$ cat src/sv/sbc_ram.sv
// ----------------------------------------------------------------------------
// sbc_ram
// Generic single-write, single-read RAM with registered read data.
// ----------------------------------------------------------------------------
module sbc_ram #(
   parameter int WIDTH = 24,
   parameter int DEPTH = 128
) (
   input  logic                     clock,
   input  logic                     wr_en,
   input  logic [$clog2(DEPTH)-1:0] wr_addr,
   input  logic [WIDTH-1:0]         wr_data,
   input  logic                     rd_en,
   input  logic [$clog2(DEPTH)-1:0] rd_addr,
   output logic [WIDTH-1:0]         rd_data
);

   logic [WIDTH-1:0] mem_ff [DEPTH];
   logic [WIDTH-1:0] rd_data_ff;

   always_ff @(posedge clock) begin
      if (wr_en) begin
         mem_ff[wr_addr] <= wr_data;
      end
      if (rd_en) begin
         rd_data_ff <= mem_ff[rd_addr];
      end
   end

   assign rd_data = rd_data_ff;

endmodule

$ cat config.mk
export PLATFORM = sky130hd
export DESIGN_NAME = sbc_ram
export DESIGN_NICKNAME = d
export VERILOG_FILES = /design/src/sv/sbc_ram.sv
export SDC_FILE = /design/constraint.sdc
export NUM_CORES = 2
export LEC_CHECK = 0
export BUFFER_PORTS_ARGS = -buffer_cell sky130_fd_sc_hd__clkbuf_2
export CAP_MARGIN = 20
export CORE_MARGIN = 2
export CORE_UTILIZATION = 48
export DETAILED_ROUTE_END_ITERATION = 8
export PLACE_DENSITY = 0.65
export SLEW_MARGIN = 30
export SYNTH_ARGS = -nofsm -noshare
export SYNTH_HDL_FRONTEND = slang
export SYNTH_SLANG_ARGS = --single-unit
export TNS_END_PERCENT = 20
$ cat constraint.sdc
create_clock -name clock -period 3.23 [get_ports clock]
set_input_delay 0.1615 -clock clock [delete_from_list [all_inputs] [get_ports clock]]
set_output_delay 0.1615 -clock clock [all_outputs]
set_load 0.01 [all_outputs]
Word-level counts from Yosys, hierarchy flattened
Memories as Yosys holds them, arrays and structs flattened. A register that Yosys moved wholly into a read port is not among the register bits. Cells that the tools add are included.

Bits in registers: 0. RAM bits: 3072. Logic and storage cells: 3. Memories: 1.

Memory list: mem_ff (words 128, width 24, rd ports 1, clocked after memory_dff 1, write ports 1, line 18) `logic [WIDTH-1:0] mem_ff [DEPTH];`.

Muxes and demuxes: 2.

Operators with widths (count): 1-bit 2-to-1 mux (2).

Logic depth before layout (Yosys ltp)
Depth in word-level cells: 2. Mapped depth: 8. Gate-level depth less buffers: 4.

Worst setup path after synthesis
No wires, ideal clock.

Path type: input -> register. Start: input port rd_addr[0]. End: register rd_data_ff[0], in the netlist rd_data[0], read port of mem_ff, data pin. Arrival: 2.678 ns. Setup slack: 0.292 ns. Stages: 7. Cell sequence: clkbuf_1 > buf_2 > clkbuf_1 > mux4_2 > mux4_2 > mux4_2 > mux2_2.

RTL lines: from (decl) (line 14) `input logic [$clog2(DEPTH)-1:0] rd_addr,`; to (decl) (line 19) `logic [WIDTH-1:0] rd_data_ff;`.

==> flow_summary.toml <==
[critical_path]
cpMostUsedCell = "mux4_2"
cp_top_family = "multiplexers"
critPathCaptureType = "flip-flop"
crit_type = "flip-flop to flip-flop"
crit_chain = "mux4_2 -> mux4_2 -> mux4_2 -> mux2_4 -> dlygate4sd3_1"
worstPathRequired_ns = 3.92
path_max_fanout = 1
slowest_stage = "mux4_2"
path_buf_inv = 1
worst_ep_arrival_time_ns = 3.89
reg2reg_slack_ns = 0.03
critPathLaunchType = "flip-flop"
max_stage_delay_ns = 0.63

[logic_synthesis]
synth-xor-area-share_pct = 0
async_flop_share_pct = 0
synth_seq_cells = 3096
synthMuxAreaShare_pct = 19.5
synthFlopType = "edfxtp_1"
synth_nets = 4579
synth-simple-area-share_pct = 0.593
synth_fa_ha_area_share_pct = 0
yosysMostFrequentCell = "edfxtp_1"
synth.top_cells.by_count = "3096 x edfxtp_1, 1008 x mux4_2, 151 x clkbuf_1"
netlist_instances = 4538
synth_top_area_cell = "edfxtp_1"
yosysTopAreaCellShare_pct = 79.0
synth.avg_cell_area_um2 = 25.9
synth_seq_area_share_pct = 79.0
netlist_area_mm2 = 0.118
ys_top_cells_by_area = "edfxtp_1 79%, mux4_2 19%, clkbuf_1 0.48%"
synth_top_family_by_area = "multiplexers"
yosys_warnings = 0
synth_compound_area_share_pct = 0
synth_cell_type_count = 15
synth_edf_count = 3096

[timing]
fin_worst_skew_ns = 0.0392
fmax_mhz = 313
maxSlewHeadroom_pct = 32.7
hold_viol_final = 0
period_minus_slack_ns = 3.20
period_share_pct = 99.0
drv_slew = 0
grt_setup_unrepaired = "false"
finalWorstSetupSlack_ns = 0.0319
worst_slew_pin_slew_ns = 1.01
setup_violations = 0

[floorplan]
die_h_um = 499
die_w_um = 499
fp-row-count = 181
num_io_pins = 65
dieArea_mm2 = 0.249
start_util_pct = 48.3
core_mm2 = 0.243

[pwr]
power_density_mw_per_mm2 = 620
power_switching_share_pct = 20.5
clkPwrFrac_pct = 42.2
max-vdd-ir-drop_mv = 0.480
power_frac_seq_pct = 52.6
switching_power_mw = 17.4
p_leak_nw = 42.2
pwr-share-comb_pct = 5.3
p_int_mw = 67.3

[drt]
first_iter_violations = 7504
route.detailed.drc = 0
drt_pass1_iterations = 5
via_count = 53963
via_per_inst = 6.31
wl_um = 298000
ant_nets = 0
wl_per_cell_um = 34.8

[placed_design]
dp.cells = 7953
place.gp.congestion = 0.810
port_buffers = 64
dp_hpwl_um = 168000
dp_slack_ns = -0.235
placed_area_mm2 = 0.126

[final_layout]
syn_to_final_growth_pct = 16.1
final_area_mm2 = 0.137
drive_gt1_share_pct = 38.1
fin_nets = 5150
instances_no_fill = 8550

[clock_tree]
cts_inserted_buffers = 321
clockRootBuffer = "clkbuf_16"
clk_latency_ns = 0.95
clk_transition_reported_paths_ns = 0.06
cts_sinks = 3096
post_cts_buffers = 0
cts_tree = "done"
cts_buffer_depth = 4
htree_levels = 5

[grt]
grt_pass1_wl_um = 418000
grt_max_degree = 112
grt.overflow.total = 0
grt_pass1_vias = 53831
antenna_found_initial = 39
grt_usage_pct = 24.0

[outcome]
status = "finished, final reports clean"

[worst_hold_path]
hp-class = "input pin to flip-flop"

[flow_run]
maxCapViolCount = 0
[placed cells by master, fill, tap and decap left out, types with 5 or more instances in the layout]
cell and count:
nor2_2 57, nor2_4 62, clkbuf_2 34, edfxtp_1 3096, clkinv_2 36, dlygate4sd3_1 35, clkinvlp_4 11, buf_4 293
clkbuf_16 331, bufinv_16 30, nor3_2 9, mux2_2 23, buf_12 115, nor2b_1 7, diode_2 11, inv_6 5
nand3_1 9, mux4_2 1008, nand2_1 14, buf_6 7, clkbuf_1 62, clkinv_1 74
[power groups by stage]
| stage | clock [mW] | sequential, mW | combinational, mW |
|---|---|---|---|
| 2_1_floorplan | 0 | 45.3 | 2.15 |
| 3_3_place_gp | 0 | 45.4 | 4.33 |
| 3_5_place_dp | 0 | 45.4 | 4.40 |
| 4_1_cts | 36.3 | 44.5 | 4.46 |
| 5_1_grt | 37.8 | 44.5 | 4.64 |
| 6_report | 35.7 | 44.5 | 4.45 |
[per-layer routing]
metal	GRT usage [%]	vias to the layer above	routed length, um
li1	-	21119	-
met1	34.4	29711	117000
met2	37.6	2729	143000
met3	5.17	400	28700
met4	7.21	4	9090
met5	0	-	23
[sequential cells by signal (all words and copies together), names as in the netlist]
name     count
rd_data     24
mem_ff    3072
[path summary, 6_finish.rpt]
kind / start / to / cells after the start
worst max-delay path: mem_ff[45][2] / rd_data[2] / 5
worst min register to register: mem_ff[94][20] / rd_data[20] / 4
worst min-delay path: wr_addr[3] / mem_ff[90][4] / 4
worst max register to register: mem_ff[45][2] / rd_data[2] / 5
[logic make-up (layout without fill, tap and decap cells)]
kind of cell / count (synthesis) / count (layout)
and+or+nand+nor: 170 / 170
other: 0 / 11
muxes: 1032 / 1032
DFF: 3096 / 3096
buffers and inverters: 240 / 1039
[worst reg2reg max path, delay by kind of cell, from the launching register on]
kind,cells,cell delay (ns)
buf+inv,1,0.56
flops,1,0.35
mux,4,2.05
[layout make-up]
type	instances	area [um^2]
Sequential cell	3096	93000
Clock buffer	393	8520
Timing Repair Buffer	488	5150
Tap cell	3202	4010
Fill cell	17261	107000
Antenna cell	11	27.5
Clock inverter	158	1510
Multi-Input combinational cell	1202	24300
[metrics by stage]
step                      power [mW]  setup TNS (ns)  hold slack (ns)  util (%)
after floorplan                 47.5               0            0.260         -
after global placement          49.7           -1.10            0.613      51.8
after detailed placement        49.8           -1.16            0.588      51.8
after CTS                       85.2               0          0.00615      56.1
after global routing            86.9               0           0.0155      56.1
final                           84.7               0           0.0694      56.1
[what timing repair did]
action                                  CTS  global route
setup endpoints to repair                 0             1
gates resized for setup                   0             1
endpoints found under the hold margin  1887             0
hold buffers                             35             0
Power figures use the tool's default switching activity.
