[config.mk]
export PLATFORM = sky130hd
export DESIGN_NAME = sbc_csr
export DESIGN_NICKNAME = d
export VERILOG_FILES = /design/src/sv/sbc_pkg.sv /design/src/sv/sbc_csr.sv
export SDC_FILE = /design/constraint.sdc
export NUM_CORES = 1
export LEC_CHECK = 0
export BUFFER_PORTS_ARGS = -buffer_cell sky130_fd_sc_hd__buf_2
export CORE_MARGIN = 2
export CORE_UTILIZATION = 45
export DETAILED_ROUTE_END_ITERATION = 6
export GPL_ROUTABILITY_DRIVEN = 0
export PLACE_DENSITY = 0.8
export REMOVE_ABC_BUFFERS = 1
export SYNTH_ARGS = -nofsm -noshare
export SYNTH_HDL_FRONTEND = slang
export SYNTH_SLANG_ARGS = --single-unit
[constraint.sdc]
create_clock -name clock -period 1.33 [get_ports clock]
set_input_delay 0.266 -clock clock [delete_from_list [all_inputs] [get_ports clock]]
set_output_delay 0.266 -clock clock [all_outputs]
set_load 0.02 [all_outputs]
[src/sv/sbc_pkg.sv]
// ----------------------------------------------------------------------------
// sbc_pkg
// Shared types and constants of the spectrum baseline comparator.
// ----------------------------------------------------------------------------
package sbc_pkg;

   localparam int MAG_W = 24;
   localparam int BW_W  = 16;
   localparam int RUN_W = 4;
   localparam int STATUS_W = 2;
   localparam int PEAK_OUT_W = 7;
   localparam int CSR_ADDR_W = 4;
   localparam int CSR_DATA_W = 32;

   // status codes
   localparam logic [STATUS_W-1:0] ST_GOOD    = 2'd0;
   localparam logic [STATUS_W-1:0] ST_CAUTION = 2'd1;
   localparam logic [STATUS_W-1:0] ST_ERROR   = 2'd2;

   // register indexes (paddr[3:2])
   localparam logic [1:0] REG_BIN_WIDTH = 2'd0;
   localparam logic [1:0] REG_MIN_PEAK  = 2'd1;
   localparam logic [1:0] REG_RUN_LEN   = 2'd2;

   // register reset values
   localparam logic [BW_W-1:0]  RST_BIN_WIDTH = 16'd2000;
   localparam logic [MAG_W-1:0] RST_MIN_PEAK  = 24'd20480;
   localparam logic [RUN_W-1:0] RST_RUN_LEN   = 4'd3;

   // Q8.8 Hz thresholds and Q16.8 band floor
   localparam logic [BW_W-1:0]  FREQ_GOOD_Q8    = 16'd1280;
   localparam logic [BW_W-1:0]  FREQ_CAUTION_Q8 = 16'd3072;
   localparam logic [MAG_W-1:0] BAND_FLOOR_Q8   = 24'd256;

   localparam logic [RUN_W-1:0] RUN_MAX = 4'd15;

   typedef struct packed {
      logic [BW_W-1:0]  bin_width;
      logic [MAG_W-1:0] min_base_peak;
      logic [RUN_W-1:0] run_length;
   } cfg_type;

   typedef struct packed {
      logic [STATUS_W-1:0] status;
      logic [RUN_W-1:0]    run;
   } verdict_type;

endpackage

[src/sv/sbc_csr.sv]
// ----------------------------------------------------------------------------
// sbc_csr
// APB-style configuration registers: bin width, minimum baseline peak and
// error run length.
// ----------------------------------------------------------------------------
module sbc_csr (
   input  logic                           clock,
   input  logic                           reset,
   input  logic                           psel,
   input  logic                           penable,
   input  logic                           pwrite,
   input  logic [sbc_pkg::CSR_ADDR_W-1:0] paddr,
   input  logic [sbc_pkg::CSR_DATA_W-1:0] pwdata,
   output logic [sbc_pkg::CSR_DATA_W-1:0] prdata,
   output logic                           pready,
   output sbc_pkg::cfg_type               cfg
);
   import sbc_pkg::*;

   cfg_type    cfg_ff, cfg_in;
   logic       wr_stb;
   logic [1:0] reg_idx;

   assign reg_idx = paddr[3:2];
   assign wr_stb  = psel && penable && pwrite;

   always_comb begin
      cfg_in = cfg_ff;
      if (wr_stb) begin
         case (reg_idx)
            REG_BIN_WIDTH: cfg_in.bin_width     = pwdata[BW_W-1:0];
            REG_MIN_PEAK:  cfg_in.min_base_peak = pwdata[MAG_W-1:0];
            REG_RUN_LEN:   cfg_in.run_length    = pwdata[RUN_W-1:0];
            default:       cfg_in = cfg_ff;
         endcase
      end
   end

   always_ff @(posedge clock) begin
      if (reset) begin
         cfg_ff.bin_width     <= RST_BIN_WIDTH;
         cfg_ff.min_base_peak <= RST_MIN_PEAK;
         cfg_ff.run_length    <= RST_RUN_LEN;
      end else begin
         cfg_ff <= cfg_in;
      end
   end

   always_comb begin
      case (reg_idx)
         REG_BIN_WIDTH: prdata = CSR_DATA_W'(cfg_ff.bin_width);
         REG_MIN_PEAK:  prdata = CSR_DATA_W'(cfg_ff.min_base_peak);
         REG_RUN_LEN:   prdata = CSR_DATA_W'(cfg_ff.run_length);
         default:       prdata = '0;
      endcase
   end

   assign pready = 1'b1;
   assign cfg    = cfg_ff;

endmodule

; Word level (Yosys, flattened, before mapping)
; Index checks and enable logic that the tools add are counted.
[op_classes]
n_reduce_logical = 6
n_mux = 1
eq_ne = 2
[ops]
columns = operator, n
row1 = $pmux W24 S3, 1
row2 = $reduce_and A2 Y1, 3
row3 = $eq A2 B1 Y1 const B, 1
row4 = $eq A2 B2 Y1 const B, 1
row5 = $logic_and A1 B1 Y1, 2
row6 = $logic_not A2 Y1, 1
[totals]
inputBits = 41
word_cells = 12
out_inout_bits = 77
regBits = 44

; Logic depth before layout (Yosys ltp)
[depth]
ltp_word = 3
ltp_mapped = 5
ltp_nobuf = 3

; Least setup slack after synthesis
; No wires, ideal clock.
[synth_path]
kind = in2out
startpoint = in paddr[2] in the netlist's numbering
endpoint = out prdata[11] in the netlist's numbering
t_required_ps = 1064
slack_ps = -9
stages = 4
n_path_buf = 2
t_arrival_ps = 1073
path_cell_list = buf_6 buf_2 mux2i_1 nor2_1
[synth_via]
elab_chain_cells = 2
word_cells_on_any_way = 4
cone_classes = eq/ne (2) / mux (1) / reduce/logical (1)
[synth_lines]
columns = element, line
row1 = from (decl), sbc_csr.sv:12  ; input logic [sbc_pkg::CSR_ADDR_W-1:0] paddr,
row2 = $eq A2 B2 Y1 (tied with other cells), sbc_csr.sv:50  ; case (reg_idx)
row3 = $pmux W24 S3 *, sbc_csr.sv:50
row4 = to (decl), sbc_csr.sv:14  ; output logic [sbc_pkg::CSR_DATA_W-1:0] prdata,
; Mark *: on every way between the ends. The rest lies on a longest branch, timed or not.

; Worst setup path in the final report
[layout_path]
startpoint = reg cfg_ff, in the netlist cfg[7]
endpoint = out prdata[3] in the netlist's numbering
[layout_via]
elab_chain_cells = 1
[layout_lines]
columns = element, line
row1 = from (decl), sbc_csr.sv:20  ; cfg_type cfg_ff, cfg_in;
row2 = from (signal assigned), sbc_csr.sv:45  ; cfg_ff <= cfg_in;
row3 = $pmux W24 S3, sbc_csr.sv:50
; No other way between the ends.

==> results.tsv <==
stage	metric	value	unit
yosys	yosysMostFrequentCell	mux2i_1	
worst_setup_path	r2r_cells	2	
yosys	ys_async_sr_fraction	0	%
route	viasPerCell	4.65	
worst_setup_path	worstReg2RegEnd	cfg[9]	
power	irDropWorstVdd	0.453	mV
yosys	syn_avg_cell_area	9.41	µm²
job	cap_violations	0	
global_route	grt_overflow_total	0	
cts	cts_buffer_depth	2	
placed_design	dpl_cell_area	2870	µm²
worst_setup_path	critPathCapture	prdata[3]	
route	dr.pass1.iters	4	
yosys	syn_area	2320	µm²
yosys	synth_top_area_share	38.0	%
worst_setup_path	crit_start	cfg[7]	
yosys	synth_flop_cell	dfxtp_1	
cells_and_area	antenna_cells	0	
yosys	synth_fa_ha_area_share	0	%
worst_setup_path	worstSetupEndpointType	output port	
cells_and_area	utilization	60.1	%
cells_and_area	largest_register_ffs	44	
sta	period_needed	1290	ps
sta	finalHoldViolCount	0	
sta	worst_slack	38.2	ps
worst_setup_path	slowest_stage	dfxtp_2	
worst_setup_path	critPathMaxFanout	3	
cts	root_buffer	clkbuf_8	
worst_setup_path	critPathTopFamily	flip-flops	
worst_setup_path	path_cells	mux2i_1 -> o21ai_0 -> buf_2	
yosys	post_synth_main_area_contributors	dfxtp_1 38%, mux2i_1 26%, nand2b_1 16%	
power	power	2.60	mW
worst_setup_path	crit_type	reg2out	
worst_setup_path	path_buf_inv	1	
yosys	yosys.area_share.xor_xnor	0	%
cts	h-tree-depth	2	
placed_design	placed_cells	406	
cells_and_area	final_cells	415	
route	drc	0	
global_route	grt_pass1_wl	7.56	mm
die	die_h	75.7	µm
yosys	synth_top_family_by_area	simple AND/OR/NAND/NOR gates	
yosys	yosysUniqueCellTypes	21	
yosys	synthSimpleGateAreaFrac	27.3	%
sta	whs	227	ps
die	coreArea	5040	µm²
cells_and_area	fin_nets	385	
placed_design	numPortBuffers	98	
route	finalWirelength	5.17	mm
worst_setup_path	crit_cells	3	
cts	clk_pin_slew	80	ps
cts	post_cts_buffers	0	
cells_and_area	area_delta_synth_final	30.8	%
worst_hold_path	min_path_type	in2reg	
yosys	yosysTopAreaCell	dfxtp_1	
global_route	grt_max_degree	79	
sta	tns	0	ps
route	first_iter_violations	54	
yosys	muxShareOfSynthArea	25.9	%
worst_setup_path	reg2reg_slack	680	ps
cts	insertion_delay	290	ps
sta	finClkSkew	0	ps
placed_design	post-place-ws	-41.5	ps
route	wl_per_cell	12.5	µm
cells_and_area	final_area	3030	µm²
sta	max_freq	774	MHz
sta	drv_slew	0	
worst_setup_path	critPathMaxStageDelay	360	ps
cells_and_area	drive_above_1_share	38.8	%
sta	finalCritPeriodShare	97.1	%
yosys	seq_area_frac_synth	38.0	%
die	die_area	5740	µm²
die	start_util	45.9	%
worst_setup_path	timing.rr.start	cfg[9]	
yosys	synth_compound_gate_area_share	0.864	%
global_route	grt_use_total	17.2	%
die	num_rows	26	
route	vias	1930	
global_route	first_global_vias	1652	
yosys	syn_inst	246	
placed_design	hpwl	3.63	mm
cts	numCtsBuffers	5	
worst_setup_path	critPathLaunchType	register	
worst_setup_path	arrival	1030	ps
worst_setup_path	required	1060	ps
power	powerDensity	859	nW/µm²
outcome	status	finished clean	
power	p_leak	1.47	nW
yosys	ys_seq_elements	44	
route	ant_nets	0	
yosys	synth_edf_count	0	
yosys	yosysWarnings	0	
die	fp.dieW	75.7	µm
sta	setup_viol	0	
cts	tritoncts	built	
cts	clock-sinks	44	
yosys	synth_common_cells	60 x mux2i_1, 58 x nand2b_1, 44 x dfxtp_1	
cells_and_area	nFillCells	451	
global_route	antenna_found_initial	0	
die	ios	118	
==> how the worst min path moves through the flow <==
stage | start | end | slack (ps) | cells after the start
6_report | pwdata[23] | cfg[27] | 230 | 3
5_1_grt | pwdata[16] | cfg[20] | 220 | 3
4_1_cts | pwdata[23] | cfg[27] | 220 | 3
3_5_place_dp | cfg[25] | cfg[25] | 470 | 2
3_3_place_gp | cfg[21] | cfg[21] | 470 | 2
2_1_floorplan | pwdata[6] | cfg[10] | 420 | 2
==> metal layers <==
| metal | GRT usage [%] | up-vias | routed length (µm) |
|---|---|---|---|
| met2 | 28.9 | 64 | 2440 |
| met4 | 4.09 | 0 | 26 |
| met3 | 4.23 | 5 | 268 |
| met5 | 0 | - | 0 |
| met1 | 22.1 | 885 | 2430 |
| li1 | - | 976 | - |
==> repair_timing <==
item,in CTS,in global routing
setup endpoints to repair,10,18
gates cloned,0,1
hold buffers,0,0
pin swaps,0,2
resized for setup,1,22
==> power by group <==
group | switching (mW) | internal [mW]
logic | 0.219 | 0.178
clock network | 0.443 | 0.415
registers | 0.0124 | 1.33
==> final cells by class <==
| type | count | area (µm²) | share of cell area (%) |
|---|---|---|---|
| clock buffer | 6 | 82.6 | 2.73 |
| clock inverter | 2 | 10.0 | 0.330 |
| multi-input combinational | 183 | 1290 | 42.8 |
| sequential | 44 | 893 | 29.5 |
| tap | 70 | 87.6 | 2.89 |
| timing repair buffer | 110 | 661 | 21.8 |
==> placed cells by master, fill, tap and decap left out <==
cell type	count
nor3_4	1
nand4_1	1
buf_4	13
conb_1	9
nor3b_4	1
nor2_1	32
o21ai_1	2
nand3_2	1
o21ai_0	2
buf_12	3
dfxtp_2	10
nor2b_4	1
mux2i_1	60
nor2b_2	1
buf_6	2
nand2b_1	58
clkinv_2	2
clkbuf_16	1
nand2_1	4
nand4_2	1
clkbuf_8	6
buf_2	91
or3_1	1
and2_1	8
dfxtp_1	34
==> cells by family after synthesis <==
| group | after synthesis |
|---|---|
| simple gates | 110 |
| buf+inv | 26 |
| compound gates | 4 |
| mux | 60 |
| other cells | 2 |
| flops | 44 |
==> worst min-delay path, cell delays in order <==
cell,delay (ps)
buf_2,100
nand2b_1,50
mux2i_1,60
(Power assumes the default switching activity.)
