[src/sv/sbc_pkg.sv]
// ----------------------------------------------------------------------------
// sbc_pkg
// Shared types and constants of the spectrum baseline comparator.
// ----------------------------------------------------------------------------
package sbc_pkg;

   localparam int MAG_W = 24;
   localparam int BW_W  = 16;
   localparam int RUN_W = 4;
   localparam int STATUS_W = 2;
   localparam int PEAK_OUT_W = 7;
   localparam int CSR_ADDR_W = 4;
   localparam int CSR_DATA_W = 32;

   // status codes
   localparam logic [STATUS_W-1:0] ST_GOOD    = 2'd0;
   localparam logic [STATUS_W-1:0] ST_CAUTION = 2'd1;
   localparam logic [STATUS_W-1:0] ST_ERROR   = 2'd2;

   // register indexes (paddr[3:2])
   localparam logic [1:0] REG_BIN_WIDTH = 2'd0;
   localparam logic [1:0] REG_MIN_PEAK  = 2'd1;
   localparam logic [1:0] REG_RUN_LEN   = 2'd2;

   // register reset values
   localparam logic [BW_W-1:0]  RST_BIN_WIDTH = 16'd2000;
   localparam logic [MAG_W-1:0] RST_MIN_PEAK  = 24'd20480;
   localparam logic [RUN_W-1:0] RST_RUN_LEN   = 4'd3;

   // Q8.8 Hz thresholds and Q16.8 band floor
   localparam logic [BW_W-1:0]  FREQ_GOOD_Q8    = 16'd1280;
   localparam logic [BW_W-1:0]  FREQ_CAUTION_Q8 = 16'd3072;
   localparam logic [MAG_W-1:0] BAND_FLOOR_Q8   = 24'd256;

   localparam logic [RUN_W-1:0] RUN_MAX = 4'd15;

   typedef struct packed {
      logic [BW_W-1:0]  bin_width;
      logic [MAG_W-1:0] min_base_peak;
      logic [RUN_W-1:0] run_length;
   } cfg_type;

   typedef struct packed {
      logic [STATUS_W-1:0] status;
      logic [RUN_W-1:0]    run;
   } verdict_type;

endpackage

[src/sv/sbc_judge.sv]
// ----------------------------------------------------------------------------
// sbc_judge
// Frame verdict: frequency distance, peak ratio and band ratio tests, weak
// baseline bypass and error run update.
// ----------------------------------------------------------------------------
module sbc_judge #(
   parameter int SUM_W  = 27,
   parameter int FREQ_W = 23
) (
   input  logic [sbc_pkg::MAG_W-1:0] base_peak,
   input  logic [sbc_pkg::MAG_W-1:0] live_peak,
   input  logic [SUM_W-1:0]          base_sum,
   input  logic [SUM_W-1:0]          live_sum,
   input  logic [FREQ_W-1:0]         freq,
   input  logic [sbc_pkg::RUN_W-1:0] run_in,
   input  sbc_pkg::cfg_type          cfg,
   output sbc_pkg::verdict_type      verdict
);
   import sbc_pkg::*;

   localparam int TW = SUM_W + 3;

   // max(a,b)/min(a,b) < num/2, by cross-multiplication
   function automatic logic ratio_below(input logic [SUM_W-1:0] a,
                                        input logic [SUM_W-1:0] b,
                                        input logic [2:0]       num);
      logic [SUM_W-1:0] hi;
      logic [SUM_W-1:0] lo;
      hi = (a > b) ? a : b;
      lo = (a > b) ? b : a;
      return (TW'({hi, 1'b0}) < (TW'(lo) * TW'(num)));
   endfunction

   logic [SUM_W-1:0]    bsum, lsum, bpk, lpk, floor_v;
   logic                good, caution, weak_base;
   logic [STATUS_W-1:0] inst;
   logic [RUN_W-1:0]    run_nx, need;

   always_comb begin
      floor_v = SUM_W'(BAND_FLOOR_Q8);
      bsum = (base_sum < floor_v) ? floor_v : base_sum;
      lsum = (live_sum < floor_v) ? floor_v : live_sum;
      bpk  = SUM_W'(base_peak);
      lpk  = SUM_W'(live_peak);
      weak_base = base_peak < cfg.min_base_peak;

      good    = (freq < FREQ_W'(FREQ_GOOD_Q8)) && ratio_below(bpk, lpk, 3'd3) &&
                ratio_below(bsum, lsum, 3'd3);
      caution = (freq < FREQ_W'(FREQ_CAUTION_Q8)) && ratio_below(bpk, lpk, 3'd5) &&
                ratio_below(bsum, lsum, 3'd5);
      inst = good ? ST_GOOD : (caution ? ST_CAUTION : ST_ERROR);

      if (inst == ST_ERROR) begin
         run_nx = (run_in == RUN_MAX) ? RUN_MAX : run_in + 1'b1;
      end else begin
         run_nx = '0;
      end
      need = (cfg.run_length == '0) ? RUN_W'(1) : cfg.run_length;

      if (weak_base) begin
         verdict.status = ST_GOOD;
         verdict.run    = '0;
      end else begin
         verdict.status = (run_nx >= need) ? ST_ERROR : inst;
         verdict.run    = run_nx;
      end
   end

endmodule

[config.mk]
export PLATFORM = sky130hd
export DESIGN_NAME = sbc_judge
export DESIGN_NICKNAME = d
export VERILOG_FILES = /design/src/sv/sbc_pkg.sv /design/src/sv/sbc_judge.sv
export SDC_FILE = /design/constraint.sdc
export NUM_CORES = 1
export LEC_CHECK = 0
export ABC_AREA = 1
export BUFFER_PORTS_ARGS = -buffer_cell sky130_fd_sc_hd__buf_2
export CAP_MARGIN = 20
export CORE_ASPECT_RATIO = 0.5
export CORE_MARGIN = 8
export CORE_UTILIZATION = 48
export DETAILED_ROUTE_END_ITERATION = 7
export PLACE_DENSITY_LB_ADDON = 0.25
export SETUP_SLACK_MARGIN = 0.5
export SLEW_MARGIN = 20
export SYNTH_ARGS = -nofsm -noshare
export SYNTH_HDL_FRONTEND = slang
export SYNTH_SLANG_ARGS = --single-unit
[constraint.sdc]
create_clock -name vclk -period 11.2
set_clock_uncertainty 0.15 [all_clocks]
set_input_delay 1.68 -clock vclk [all_inputs]
set_output_delay 1.68 -clock vclk [all_outputs]
set_load 0.05 [all_outputs]
== Yosys cells after proc, flatten, opt, wreduce, memory -nomap -nowiden ==
Index checks and enable logic that the tools add are counted.
Storage, ports and cells
  register bits: 0
  output and inout bits: 6
  word-level logic and storage cells: 37
  bits of input ports: 173
Operators by class
  multiply operators: 4
  reductions and logical operators: 5
  add/subtract/negate cells: 1
  multiplexer cells: 13
  equality and inequality tests: 2
  $lt $le $gt $ge: 12
Operator list (count)
  two-way mux 27 bit: 4
  less-than comparator 28 x 29 -> 1 bit: 2
  multiplier 27 x 2 -> 29 bit, second input constant: 2
  less-than comparator 27 x 9 -> 1 bit, second input constant: 2
  two-way mux 24 bit: 2
  less-than comparator 28 x 30 -> 1 bit: 1
  multiplier 27 x 3 -> 30 bit, second input constant: 1
  > comparator 27 bit: 1
  less-than comparator 25 x 27 -> 1 bit: 1
  multiplier 24 x 3 -> 27 bit, second input constant: 1
  > comparator 24 bit: 1
  less-than comparator 24 bit: 1
  less-than comparator 23 x 11 -> 1 bit, second input constant: 1
  less-than comparator 23 x 12 -> 1 bit, second input constant: 1
  two-way mux 4 bit: 3
  two-way mux 2 bit: 3
  two-way mux 6 bit: 1
  adder 4 x 1 -> 4 bit, second input constant: 1
  == test 4 bit, second input constant: 1
  greater-or-equal comparator 4 bit: 1
  logical AND 1 bit: 4
  zero test 4 bit: 1
  == test 2 bit, second input constant: 1

== Longest topological paths before layout ==
  depth after elaboration: 14
  mapped depth: 57
  depth with buffers taken out: 55

== Worst setup path after synthesis ==
OpenSTA, ideal clock, no wires.
  path type: in2out
  start: in base_sum[15]
  end: out verdict[4] in the netlist's numbering
  arrival: 8610 ps
  cell stages on the path: 51
  slack: 760 ps
  data required time: 9370 ps
  path buffers: 2
  cell sequence: inv_1 nand4_1 nor2_1 nand4_1 inv_1 nor2_1 ha_1 nand2_1 inv_1 o21ai_0 a21oi_1 nand3b_1 nand2_1 nand2_1 nand2_2 clkbuf_1 clkbuf_1 nand2_1 [15 not listed] nand3_1 nand2_1 nand2_1 nand2_1 nand2_1 nand3_1 nand2_1 inv_1 nand3_4 nand3_2 inv_1 ha_1 a21boi_0 o21ai_0 nand2_1 a21oi_1 nand3b_1 nor2_1
RTL lines
  start, declared: RTL line sbc_judge.sv:12  | input logic [SUM_W-1:0] base_sum,
  end, declared: RTL line sbc_judge.sv:17  | output sbc_pkg::verdict_type verdict

==> metrics <==
number of distinct library cells after synthesis 54; detail-routed via count per cell 5.31; maximum number of pins on one net before global-route repair 57; Tot GR Track Use 19.0%; number of sequential storage elements 0; stage delay of the slowest cell on the critical path 340 ps; switching share of power 58.4%; sequential cell area fraction in the yosys report 0%; classification of the worst-slack hold path in -> out; number of setup violations in the final report 0; family of cells with the greatest summed delay on the critical path compound AO/OA/AOI/OAI gates; Startpoint Class input pin; status finished, final reports clean; count of mapped cells out of synthesis ~1,700; setup repair after global routing missed its margin yes; power share of the sequential group 0%; drt wl/cell between 10 and 15 um; number of port buffers 155; timing-limited maximum frequency roughly 95 MHz; antenna fix cells 0; library cell with the highest instance count after synthesis nand2_1; Power per Cell Area ~130 nW/um2; net total in the final layout 2,375; top cell type's share of synthesized area 37.1%; clock period minus worst slack 10,480 ps; count of TritonRoute iterations in the first routing pass 5; synthesized area per cell 6.42 um2; first-iteration detailed-routing DRC count 580; initial antenna violation count 0; Buf/Inv on CP 9; antenna-violating nets left 0; Remaining DRCs 0; sum of overflow across all layers after global routing 0; count of fill cells added during filler insertion about 2,300; ports placed on the boundary 179; largest area contributor in the netlist ha_1; Core Footprint 22,600 um2; Finished Core Util approximately 57%; via count of the first global-routing pass 10,738; internal power 0.000697 W; sequential cell area 0 um2; Worst Path Arrival between 8000 and 9000 ps; endpoint required time on the critical path 9370 ps; maximum vdd drop 0.0734 mV; final-report max-slew violation count 0; fraction of final layout cells sized beyond drive strength 1 18.0%; Max stage delay cell, worst path ha_1; Starting Density between 40% and 50%; static power due to leakage 6.97 nW; max_cap viols 0; cell types with the largest area share after synthesis ha_1 (37%), nand2_1 (11%), a21oi_1 (8.7%); Slew @ Worst Pin between 700 and 800 ps; global-route wire length before repair 47,300 um; cell mode on critical path nand2_1; Placement Rows 39; Synthesized Nets 2,208; final count of hold timing violations 0; Die Area 28,200 um2; share of total power in combinational logic 100.0%; height of the chip 123 um; wirelength, routed slightly below 30,000 um; synthesized cell area ~11,000 um2; yosys warns 0; portion of total power attributed to the clock network 0%; Crit Path Class in -> out; area overhead of the layout relative to synthesis 18.0%; NetSw 0.000979 W; summed negative setup slack over all endpoints 0 ps; kind of end point of the critical path output port; die outline width 230 um; clkbuf count 0; total via count in the routed design 11,564; fraction of the cycle the final worst path needs 93.6%; HPWL after detailed placement 25,300 um; cell types with the highest counts after synthesis nand2_1 (333), ha_1 (325), inv_1 (200); Slew headroom about half; final weighted congestion of routability-driven global placement between 0.9 and 1; largest fanout on the critical path 6; cts hold-fix bufs 0
==> cell type report <==
class,instances,area (um2),area share (%)
repair buffers,204,1180,9.17
inverters,213,800,6.19
well taps,307,384,2.97
multi-input cells,1453,10600,81.7
==> power by group through the flow <==
stage          sequential, W  clock, W  combinational, W
4_1_cts                    0         0           0.00156
3_5_place_dp               0         0           0.00154
6_report                   0         0           0.00168
2_1_floorplan              0         0           0.00121
3_3_place_gp               0         0           0.00152
5_1_grt                    0         0           0.00192
==> layer usage <==
metal	vias to the layer above	global-route usage [%]	routed length (um)
met5	-	0	0
met4	0	1.78	232
met3	24	1.20	1150
met2	218	35.2	14000
met1	5071	25.1	14100
li1	6251	-	-
==> cells in the final DEF, fill, tap and decap left out, types with 11 or more instances in the layout <==
| cell type | netlist | routed |
|---|---|---|
| o21ai_1 | 23 | 32 |
| a21oi_1 | 190 | 182 |
| nor3_1 | 18 | 16 |
| a21o_1 | 13 | 13 |
| o21ai_0 | 119 | 91 |
| inv_2 | 11 | 18 |
| ha_1 | 325 | 307 |
| o21ai_2 | 3 | 17 |
| ha_4 | 0 | 13 |
| nand4_1 | 35 | 35 |
| nand2_2 | 7 | 15 |
| buf_4 | 0 | 42 |
| nand2_1 | 333 | 322 |
| inv_1 | 200 | 193 |
| nor2_1 | 125 | 122 |
| nand3_1 | 53 | 49 |
| xnor2_1 | 41 | 40 |
| a211oi_1 | 12 | 11 |
| xor2_1 | 49 | 49 |
| a31oi_1 | 12 | 12 |
| buf_2 | 2 | 154 |
==> path summary, 6_finish.rpt <==
kind                startpoint    endpoint  slack [ps]  cells after the start
setup / recovery  base_sum[23]  verdict[4]         720                     52
hold / removal       run_in[0]  verdict[0]        3720                      5
==> kinds of logic after synthesis <==
| group | after synthesis | share of synthesized area [%] |
|---|---|---|
| buffers and inverters | 253 | 8.69 |
| adders and majority gates | 330 | 38.0 |
| xor gates and xnor gates | 90 | 7.20 |
| and+or+nand+nor | 608 | 24.1 |
| AOI/OAI and AO/OA | 424 | 21.9 |
==> tightest hold or removal path, cell delays in order <==
cell and delay [ps]:
buf_2 100, nand2_1 60, nand3_2 90, nor2_1 40, buf_2 200
==> repair_timing <==
| item | CTS | global route |
|---|---|---|
| resized for setup | 24 | 123 |
| gates cloned | 0 | 1 |
| pin swaps | 0 | 49 |
| setup endpoints to repair | 2 | 2 |
| buffers inserted | 0 | 28 |
==> per-stage QoR <==
stage / power [W] / area (um2) / setup WS (ps) / cells / hold slack, ps
detailed placement: 0.00154 / 12100 / 59.5 / 2148 / 3710
global route: 0.00192 / 12900 / 276 / 2177 / 3740
CTS: 0.00156 / 12200 / 517 / 2148 / 3720
floorplan: 0.00121 / 11000 / 760 / 1705 / 3510
global placement: 0.00152 / 12100 / 117 / 2148 / 3720
finish: 0.00168 / 12900 / 716 / 2177 / 3720
Power figures use the tool's default switching activity.
